<file path="src/mftt_pkg.sv">
package mftt_pkg;

    localparam int WINDOW    = 5;
    localparam int IDX_W     = (WINDOW > 1) ? $clog2(WINDOW) : 1;
    localparam int CNT_W     = $clog2(WINDOW + 1);

    localparam int ECHO_W    = 16;
    localparam int DIST_W    = 11;
    localparam int GAIN_W    = 6;
    localparam int OFFS_W    = 12;
    localparam int TONE_W    = 8;
    localparam int FREQ_W    = 16;
    localparam int CPROD_W   = ECHO_W + DIST_W;
    localparam int GPROD_W   = DIST_W + GAIN_W;

    localparam logic [DIST_W-1:0] CM_SCALE = 11'd1126;
    localparam int                CM_SHIFT = 16;

    localparam int APB_AW    = 4;
    localparam int APB_DW    = 32;
    localparam int OUT_DW    = 40;

    localparam logic [1:0] REG_GAIN   = 2'd0;
    localparam logic [1:0] REG_OFFSET = 2'd1;
    localparam logic [1:0] REG_MAXD   = 2'd2;
    localparam logic [1:0] REG_TONE   = 2'd3;

    localparam logic [GAIN_W-1:0] GAIN_RST = 6'd10;
    localparam logic [OFFS_W-1:0] OFFS_RST = 12'd500;
    localparam logic [DIST_W-1:0] MAXD_RST = 11'd200;
    localparam logic [TONE_W-1:0] TONE_RST = 8'd50;

    typedef struct packed {
        logic [GAIN_W-1:0] gain;
        logic [OFFS_W-1:0] offset;
        logic [DIST_W-1:0] max_dist;
        logic [TONE_W-1:0] tone_ms;
    } t_cfg;

    typedef struct packed {
        logic load_echo;
        logic convert;
        logic rank_clear;
        logic rank_step;
        logic mul;
        logic emit;
    } t_cmd;

    typedef struct packed {
        logic rank_found;
        logic rank_last;
        logic reject;
        logic out_stall;
    } t_status;

endpackage

</file>
<file path="src/mftt_cfg_regs.sv">
module mftt_cfg_regs (
    input  logic                         i_clk,
    input  logic                         i_rst_n,
    input  logic                         i_psel,
    input  logic                         i_penable,
    input  logic                         i_pwrite,
    input  logic [mftt_pkg::APB_AW-1:0]  i_paddr,
    input  logic [mftt_pkg::APB_DW-1:0]  i_pwdata,
    output logic [mftt_pkg::APB_DW-1:0]  o_prdata,
    output logic                         o_pready,
    output mftt_pkg::t_cfg               o_cfg
);

    mftt_pkg::t_cfg r_cfg;
    logic [1:0]     w_idx;
    logic           w_wr;

    assign w_idx    = i_paddr[3:2];
    assign w_wr     = i_psel && i_penable && i_pwrite;
    assign o_pready = 1'b1;
    assign o_cfg    = r_cfg;

    always_ff @(posedge i_clk) begin
        if (!i_rst_n) begin
            r_cfg.gain     <= mftt_pkg::GAIN_RST;
            r_cfg.offset   <= mftt_pkg::OFFS_RST;
            r_cfg.max_dist <= mftt_pkg::MAXD_RST;
            r_cfg.tone_ms  <= mftt_pkg::TONE_RST;
        end else if (w_wr) begin
            unique case (w_idx)
                mftt_pkg::REG_GAIN:   r_cfg.gain     <= i_pwdata[mftt_pkg::GAIN_W-1:0];
                mftt_pkg::REG_OFFSET: r_cfg.offset   <= i_pwdata[mftt_pkg::OFFS_W-1:0];
                mftt_pkg::REG_MAXD:   r_cfg.max_dist <= i_pwdata[mftt_pkg::DIST_W-1:0];
                mftt_pkg::REG_TONE:   r_cfg.tone_ms  <= i_pwdata[mftt_pkg::TONE_W-1:0];
                default: ;
            endcase
        end
    end

    always_comb begin
        unique case (w_idx)
            mftt_pkg::REG_GAIN:   o_prdata = mftt_pkg::APB_DW'(r_cfg.gain);
            mftt_pkg::REG_OFFSET: o_prdata = mftt_pkg::APB_DW'(r_cfg.offset);
            mftt_pkg::REG_MAXD:   o_prdata = mftt_pkg::APB_DW'(r_cfg.max_dist);
            mftt_pkg::REG_TONE:   o_prdata = mftt_pkg::APB_DW'(r_cfg.tone_ms);
            default:              o_prdata = '0;
        endcase
    end

endmodule

</file>
<file path="src/mftt_datapath.sv">
module mftt_datapath (
    input  logic                          i_clk,
    input  logic                          i_rst_n,
    input  mftt_pkg::t_cfg                i_cfg,
    input  mftt_pkg::t_cmd                i_cmd,
    output mftt_pkg::t_status             o_status,
    input  logic [mftt_pkg::ECHO_W-1:0]   i_echo,
    output logic                          o_m_tvalid,
    input  logic                          i_m_tready,
    output logic [mftt_pkg::OUT_DW-1:0]   o_m_tdata
);

    logic [mftt_pkg::ECHO_W-1:0]  r_echo;
    logic [mftt_pkg::DIST_W-1:0]  r_win [mftt_pkg::WINDOW];
    logic [mftt_pkg::IDX_W-1:0]   r_idx;
    logic [mftt_pkg::DIST_W-1:0]  r_med;
    logic [mftt_pkg::DIST_W-1:0]  r_last;
    logic [mftt_pkg::GPROD_W-1:0] r_gprod;
    logic                         r_out_valid;
    logic [mftt_pkg::FREQ_W-1:0]  r_out_freq;
    logic [mftt_pkg::TONE_W-1:0]  r_out_ms;
    logic [mftt_pkg::DIST_W-1:0]  r_out_med;

    logic [mftt_pkg::CPROD_W-1:0] w_cprod;
    logic [mftt_pkg::DIST_W-1:0]  w_dist;
    logic [mftt_pkg::DIST_W-1:0]  w_cand;
    logic [mftt_pkg::WINDOW-1:0]  w_below;
    logic [mftt_pkg::CNT_W-1:0]   w_rank;
    logic                         w_found;
    logic [mftt_pkg::GPROD_W+1:0] w_sum;
    logic [mftt_pkg::FREQ_W-1:0]  w_freq;

    assign w_cprod = mftt_pkg::CPROD_W'(r_echo) * mftt_pkg::CPROD_W'(mftt_pkg::CM_SCALE);
    assign w_dist  = w_cprod[mftt_pkg::CPROD_W-1:mftt_pkg::CM_SHIFT];
    assign w_cand  = r_win[r_idx];

    // rank of the candidate, ties broken by position so exactly one entry
    // lands on the middle rank
    always_comb begin
        for (int j = 0; j < mftt_pkg::WINDOW; j++) begin
            w_below[j] = (r_win[j] < w_cand) ||
                         ((r_win[j] == w_cand) && (mftt_pkg::IDX_W'(j) < r_idx));
        end
        w_rank  = mftt_pkg::CNT_W'($countones(w_below));
        w_found = (w_rank == mftt_pkg::CNT_W'(mftt_pkg::WINDOW / 2));
    end

    assign w_sum  = (mftt_pkg::GPROD_W+2)'(r_gprod) + (mftt_pkg::GPROD_W+2)'(i_cfg.offset);
    assign w_freq = (w_sum[mftt_pkg::GPROD_W+1:mftt_pkg::FREQ_W] != '0) ?
                    '1 : w_sum[mftt_pkg::FREQ_W-1:0];

    always_ff @(posedge i_clk) begin
        if (!i_rst_n) begin
            for (int k = 0; k < mftt_pkg::WINDOW; k++) begin
                r_win[k] <= '0;
            end
            r_last      <= '0;
            r_out_valid <= 1'b0;
            r_idx       <= '0;
        end else begin
            if (i_cmd.convert) begin
                for (int k = 0; k < mftt_pkg::WINDOW - 1; k++) begin
                    r_win[k] <= r_win[k+1];
                end
                r_win[mftt_pkg::WINDOW-1] <= w_dist;
            end
            if (i_cmd.rank_clear) begin
                r_idx <= '0;
            end else if (i_cmd.rank_step) begin
                r_idx <= r_idx + 1'b1;
            end
            if (i_cmd.emit) begin
                r_last      <= r_med;
                r_out_valid <= 1'b1;
            end else if (i_m_tready) begin
                r_out_valid <= 1'b0;
            end
        end
    end

    always_ff @(posedge i_clk) begin
        if (i_cmd.load_echo) begin
            r_echo <= i_echo;
        end
        if (i_cmd.rank_step && w_found) begin
            r_med <= w_cand;
        end
        if (i_cmd.mul) begin
            r_gprod <= mftt_pkg::GPROD_W'(r_med) * mftt_pkg::GPROD_W'(i_cfg.gain);
        end
        if (i_cmd.emit) begin
            r_out_freq <= w_freq;
            r_out_ms   <= i_cfg.tone_ms;
            r_out_med  <= r_med;
        end
    end

    assign o_status.rank_found = w_found;
    assign o_status.rank_last  = (r_idx == mftt_pkg::IDX_W'(mftt_pkg::WINDOW - 1));
    assign o_status.reject     = (r_med == r_last) || (r_med > i_cfg.max_dist);
    assign o_status.out_stall  = r_out_valid && !i_m_tready;

    assign o_m_tvalid = r_out_valid;
    assign o_m_tdata  = {5'b0, r_out_med, r_out_ms, r_out_freq};

endmodule

</file>
<file path="src/mftt_ctrl.sv">
module mftt_ctrl (
    input  logic               i_clk,
    input  logic               i_rst_n,
    input  logic               i_s_tvalid,
    output logic               o_s_tready,
    input  mftt_pkg::t_status  i_status,
    output mftt_pkg::t_cmd     o_cmd
);

    localparam logic [2:0] S_IDLE  = 3'd0;
    localparam logic [2:0] S_CONV  = 3'd1;
    localparam logic [2:0] S_RANK  = 3'd2;
    localparam logic [2:0] S_CHECK = 3'd3;
    localparam logic [2:0] S_MUL   = 3'd4;
    localparam logic [2:0] S_EMIT  = 3'd5;

    logic [2:0] r_state;
    logic [2:0] n_state;
    logic       w_accept;

    assign o_s_tready = (r_state == S_IDLE);
    assign w_accept   = i_s_tvalid && o_s_tready;

    always_comb begin
        n_state = r_state;
        o_cmd   = '0;
        unique case (r_state)
            S_IDLE: begin
                o_cmd.load_echo = i_s_tvalid;
                if (i_s_tvalid) begin
                    n_state = S_CONV;
                end
            end
            S_CONV: begin
                o_cmd.convert    = 1'b1;
                o_cmd.rank_clear = 1'b1;
                n_state          = S_RANK;
            end
            S_RANK: begin
                o_cmd.rank_step = 1'b1;
                if (i_status.rank_found || i_status.rank_last) begin
                    n_state = S_CHECK;
                end
            end
            S_CHECK: begin
                n_state = i_status.reject ? S_IDLE : S_MUL;
            end
            S_MUL: begin
                o_cmd.mul = 1'b1;
                n_state   = S_EMIT;
            end
            S_EMIT: begin
                // hold until the previous request has left the output register
                if (!i_status.out_stall) begin
                    o_cmd.emit = 1'b1;
                    n_state    = S_IDLE;
                end
            end
            default: n_state = S_IDLE;
        endcase
    end

    always_ff @(posedge i_clk) begin
        if (!i_rst_n) begin
            r_state <= S_IDLE;
        end else begin
            r_state <= n_state;
        end
    end

`ifndef ASSERT_OFF
    a_median_found: assert property (@(posedge i_clk) disable iff (!i_rst_n)
        (r_state == S_RANK && i_status.rank_last) |-> i_status.rank_found)
        else $error("no window entry reached the middle rank");
    a_emit_free: assert property (@(posedge i_clk) disable iff (!i_rst_n)
        o_cmd.emit |-> !i_status.out_stall)
        else $error("result loaded over a pending output");
    a_accept_conv: assert property (@(posedge i_clk) disable iff (!i_rst_n)
        w_accept |=> (r_state == S_CONV))
        else $error("accepted request did not start conversion");
    a_pass_mul: assert property (@(posedge i_clk) disable iff (!i_rst_n)
        (r_state == S_CHECK && !i_status.reject) |=> (r_state == S_MUL))
        else $error("accepted median did not reach the multiplier");
`endif

endmodule

</file>
<file path="src/median_filtered_range_to_tone_unit.sv">
// Median-filtered range to tone. Each echo time request (microseconds) is
// converted to centimetres as (echo * 1126) >> 16, shifted into a window of the
// last five distances (all zero after reset), and the median of that window is
// taken. When the median differs from the last emitted distance and is at most
// max_distance, one result leaves with tone_freq = median * freq_gain +
// freq_offset (saturated at 65535), tone_ms and the median; otherwise the
// request produces nothing. A conversion step converts the echo and shifts the
// window, the rank search steps through one window entry per cycle until it
// finds the middle rank, a check step tests the median, and the gain multiply
// and the output load follow as separate steps. A request is taken only in the
// idle state, so the next one waits until the last has been checked and, if it
// passes, loaded. A finished result sits in an output register, so the next
// request is taken while it waits; a new result stalls only if the previous one
// has not yet been taken.
module median_filtered_range_to_tone_unit (
    input  logic                          i_clk,
    input  logic                          i_rst_n,
    input  logic                          i_s_tvalid,
    output logic                          o_s_tready,
    // [15:0] echo_time
    input  logic [mftt_pkg::ECHO_W-1:0]   i_s_tdata,
    output logic                          o_m_tvalid,
    input  logic                          i_m_tready,
    // [15:0] tone_freq, [23:16] tone_ms, [34:24] median_distance, [39:35] zero
    output logic [mftt_pkg::OUT_DW-1:0]   o_m_tdata,
    input  logic                          i_psel,
    input  logic                          i_penable,
    input  logic                          i_pwrite,
    input  logic [mftt_pkg::APB_AW-1:0]   i_paddr,
    input  logic [mftt_pkg::APB_DW-1:0]   i_pwdata,
    output logic [mftt_pkg::APB_DW-1:0]   o_prdata,
    output logic                          o_pready
);

    mftt_pkg::t_cfg    w_cfg;
    mftt_pkg::t_cmd    w_cmd;
    mftt_pkg::t_status w_status;

    mftt_cfg_regs u_cfg (
        .i_clk     (i_clk),
        .i_rst_n   (i_rst_n),
        .i_psel    (i_psel),
        .i_penable (i_penable),
        .i_pwrite  (i_pwrite),
        .i_paddr   (i_paddr),
        .i_pwdata  (i_pwdata),
        .o_prdata  (o_prdata),
        .o_pready  (o_pready),
        .o_cfg     (w_cfg)
    );

    mftt_ctrl u_ctrl (
        .i_clk      (i_clk),
        .i_rst_n    (i_rst_n),
        .i_s_tvalid (i_s_tvalid),
        .o_s_tready (o_s_tready),
        .i_status   (w_status),
        .o_cmd      (w_cmd)
    );

    mftt_datapath u_dp (
        .i_clk      (i_clk),
        .i_rst_n    (i_rst_n),
        .i_cfg      (w_cfg),
        .i_cmd      (w_cmd),
        .o_status   (w_status),
        .i_echo     (i_s_tdata),
        .o_m_tvalid (o_m_tvalid),
        .i_m_tready (i_m_tready),
        .o_m_tdata  (o_m_tdata)
    );

endmodule
</file>
<file path="config.mk">
export PLATFORM = sky130hd
export DESIGN_NAME = median_filtered_range_to_tone_unit
export DESIGN_NICKNAME = d
export VERILOG_FILES = /design/src/mftt_pkg.sv /design/src/mftt_cfg_regs.sv /design/src/mftt_datapath.sv /design/src/mftt_ctrl.sv /design/src/median_filtered_range_to_tone_unit.sv
export SDC_FILE = /design/constraint.sdc
export NUM_CORES = 1
export LEC_CHECK = 0
export ABC_AREA = 1
export BUFFER_PORTS_ARGS = -buffer_cell sky130_fd_sc_hd__buf_2
export CELL_PAD_IN_SITES_DETAIL_PLACEMENT = 0
export CELL_PAD_IN_SITES_GLOBAL_PLACEMENT = 2
export CORE_MARGIN = 2
export CORE_UTILIZATION = 37
export CTS_CLUSTER_DIAMETER = 150
export DETAILED_ROUTE_END_ITERATION = 10
export GPL_ROUTABILITY_DRIVEN = 0
export GPL_TIMING_DRIVEN = 0
export PLACE_DENSITY = 0.81
export SYNTH_ARGS = -nofsm -noshare
export SYNTH_HDL_FRONTEND = slang
export SYNTH_SLANG_ARGS = --single-unit
</file>
<file path="constraint.sdc">
create_clock -name i_clk -period 5.35 [get_ports i_clk]
set_input_delay 0.535 -clock i_clk [delete_from_list [all_inputs] [get_ports i_clk]]
set_output_delay 0.535 -clock i_clk [all_outputs]
set_load 0.01 [all_outputs]
</file>
==> results.toml <==
[timing]
timing.final.crit_share_pct = 90.2
whs_ns = 0.242
rsz0062_at_grt = "false"
fin_skew_ns = 0.0115
relSlewSlack_pct = 23.8
final_max_slew_viol_count = 0
fmax_ghz = 0.207
finalSetupViolCount = 0
worstMarginPinSlew_ns = 1.14
hold_viol = 0
fin_crit_ns = 4.82
tns_ns = 0

[floorplanning]
io_pins = 134
die-area_um2 = 42700
initial_utilization_pct = 37.3
core_area_um2 = 40600
die_x_um = 207
rows = 74
die_h_um = 207

[flow_run]
max-cap-violations = 0

[synth]
syn_inst = 1868
ys_warn_count = 0
synth_edf_count = 134
synth-simple-area-share_pct = 19.0
seq_area_frac_synth_pct = 34.2
ys_ff_latch = 192
syn_area_per_cell_um2 = 8.12
synth_area_leaders = "edfxtp_1 27%, ha_1 16%, nand2_1 11%, fa_1 9.5%, inv_1 8.9%"
ys_types = 39
synth_fa_ha_area_share_pct = 25.2
yosysMostFrequentCell = "nand2_1"
synthesis.area_um2 = 15200
synth_compound_area_share_pct = 8.45
synth-xor-area-share_pct = 1.79
synth_top_area_share_pct = 26.5
muxShareOfSynthArea_pct = 0
synth.cells.most_frequent = "440 x nand2_1, 361 x inv_1, 191 x ha_1, 166 x nor2_1, 134 x edfxtp_1"
yosys.area.top_type = "edfxtp_1"
synth_top_family_by_area = "adder cells"
synth_ff_type = "edfxtp_1"
async_flop_share_pct = 0

[power_and_ir_drop]
max-vdd-ir-drop_mv = 0.537
total_leakage_power_uw = 0.00850
pwr_density_cell_nw_per_um2 = 608

[detailed_routing]
num_vias = 12000
wirelength_mm = 40.8
drt_first_pass_iters = 5
wl_per_cell_um = 16.0
drtIter0Drc = 568
via_per_inst = 4.73
ant_nets = 0
drc = 0

[grt]
grt_pass1_vias = 12100
antenna_found_initial = 0
grt_max_degree = 45
grt-ovfl-total = 0
grt_usage_pct = 20.2
grt_pass1_wl_mm = 64.7

[hold_path]
hp-class = "in2reg"

[layout]
fin_area_um2 = 17000
nFillCells = 4155
regArea_um2 = 5180
area_growth_pct = 11.8
multi_input_area_um2 = 8380
layout.nets = 2320
layout-drive-gt1-share_pct = 8.45

[clock_network]
numCtsBuffers = 17
hold_buffers = 0
clockRootBuffer = "clkbuf_16"
cts_sinks = 192
clk_pin_slew_worst_paths_ns = 0.08
h-tree-depth = 4
clock_latency_ns = 0.46
cts_tree = "yes"
cts_buffer_depth = 2

[placed_design]
io_buffers = 85
dp_hpwl_mm = 33.3
placed_cell_area_um2 = 16400

[status]
status = "finished, final reports clean"

[worst_setup_path]
required_ns = 5.49
crit_fanout = 11
critPathKind = "reg2reg"
reg2reg_slack_ns = 0.53
worst_ep_arrival_time_ns = 4.96
start_kind = "register"
endpoint_kind = "register"
-- path summary, 6_finish.rpt --
path,startpoint,to,depth (start not counted)
worst min-delay path,i_s_tdata[13],u_dp.r_echo[13]$_DFFE_PP_,1
worst max register to register,register,u_dp.r_med[5]$_DFFE_PP_,20
worst min register to register,u_cfg.o_cfg[7]$_SDFFE_PN0P_,u_dp.r_out_ms[7]$_DFFE_PP_,0
worst max-delay path,register,u_dp.r_med[5]$_DFFE_PP_,20
-- worst max-delay path, stage by stage, from the launching register on --
cell and delay, ns:
dfxtp_1 0.44, inv_1 0.12, clkbuf_1 0.25, a21oi_1 0.17, o21ai_0 0.14, nand2_1 0.14, nand2_1 0.06, o21ai_0 0.16
inv_1 0.31, ha_1 0.39, nand2_1 0.07, nor2_1 0.12, nand3_1 0.10, o2111ai_1 0.09, o21ai_0 0.19, ha_1 0.33
inv_1 0.05, fa_1 0.41, fa_1 0.42, nand3b_1 0.24, nor2_4 0.29
-- cell type report --
cell class	count	share of cell area, %
timing repair buffer	87	2.69
tap	532	3.92
sequential	192	30.6
antenna	1	0.0147
clock inverter	11	0.457
multi-input combinational	1270	49.4
clock buffer	21	2.84
inverter	362	8.01
buffer	68	2.15
-- power breakdown --
group	switching [µW]	internal [µW]	leakage, µW	total (µW)
clock network	603	650	0.000279	1250
logic	4460	2440	0.00644	6900
registers	220	1940	0.00178	2160
-- cell usage in the layout, fill, tap and decap left out, types with 3 or more instances in the layout --
| master | netlist | layout |
|---|---|---|
| nor2_4 | 2 | 3 |
| o211ai_1 | 7 | 7 |
| nor3_1 | 11 | 10 |
| o2111ai_1 | 11 | 11 |
| nand3_1 | 58 | 58 |
| edfxtp_1 | 134 | 134 |
| conb_1 | 2 | 26 |
| o21bai_1 | 3 | 3 |
| xor2_1 | 12 | 12 |
| buf_2 | 3 | 88 |
| nand2_2 | 9 | 10 |
| dfxtp_1 | 58 | 58 |
| buf_4 | 26 | 26 |
| nand2_1 | 440 | 439 |
| a31oi_1 | 3 | 3 |
| o21ai_0 | 91 | 90 |
| nand3b_1 | 3 | 3 |
| xnor2_1 | 19 | 19 |
| inv_6 | 0 | 3 |
| ha_1 | 191 | 191 |
| a21oi_1 | 112 | 112 |
| clkinv_2 | 0 | 4 |
| clkbuf_16 | 0 | 18 |
| fa_1 | 72 | 72 |
| nor2_1 | 166 | 164 |
| nand4_1 | 17 | 17 |
| clkbuf_1 | 37 | 38 |
| inv_1 | 361 | 360 |
| a21o_1 | 3 | 3 |
-- metal layers --
metal | track usage [%] | vias to the layer above | share of wire [%]
met2 | 36.4 | 194 | 51
met5 | 0 | - | 0
li1 | - | 6172 | -
met1 | 24.5 | 5620 | 44
met4 | 6.25 | 0 | 2.1
met3 | 3.20 | 44 | 3.4
-- what timing repair did --
item / in CTS / in global routing
setup endpoints to repair: 0 / 13
endpoints found under the hold margin: 0 / 0
gates resized for setup: 0 / 4
buffers inserted: 0 / 0
-- kinds of logic (layout without fill, tap and decap cells) --
family                     after synthesis  count (layout)
AOI/OAI and AO/OA                      237             237
other                                    2              27
DFF                                    192             192
buffers and inverters                  430             549
adders and majority gates              263             263
and+or+nand+nor                        713             713
xor gates and xnor gates                31              31
-- registers in the layout (all words and copies together), names as in the netlist, 8 cells and up, named ones only --
name,count
u_cfg.o_cfg,37
u_dp.r_last,11
u_dp.r_med,11
u_dp.r_out_ms,8
u_dp.r_win,55
u_dp.r_out_freq,16
u_dp.r_gprod,17
u_dp.r_out_med,11
u_dp.r_echo,16
-- through the flow --
step	utilization, %	total power (µW)	instances	setup slack (ns)
finish	41.7	10300	2544	0.527
global route	41.7	11800	2543	0.0634
CTS	41.7	10500	2543	0.108
detailed placement	40.3	9170	2511	0.128
global placement	40.2	9160	2509	0.118
floorplan	-	7320	1892	1.20
Note: power is estimated with default switching activity, not from simulation.
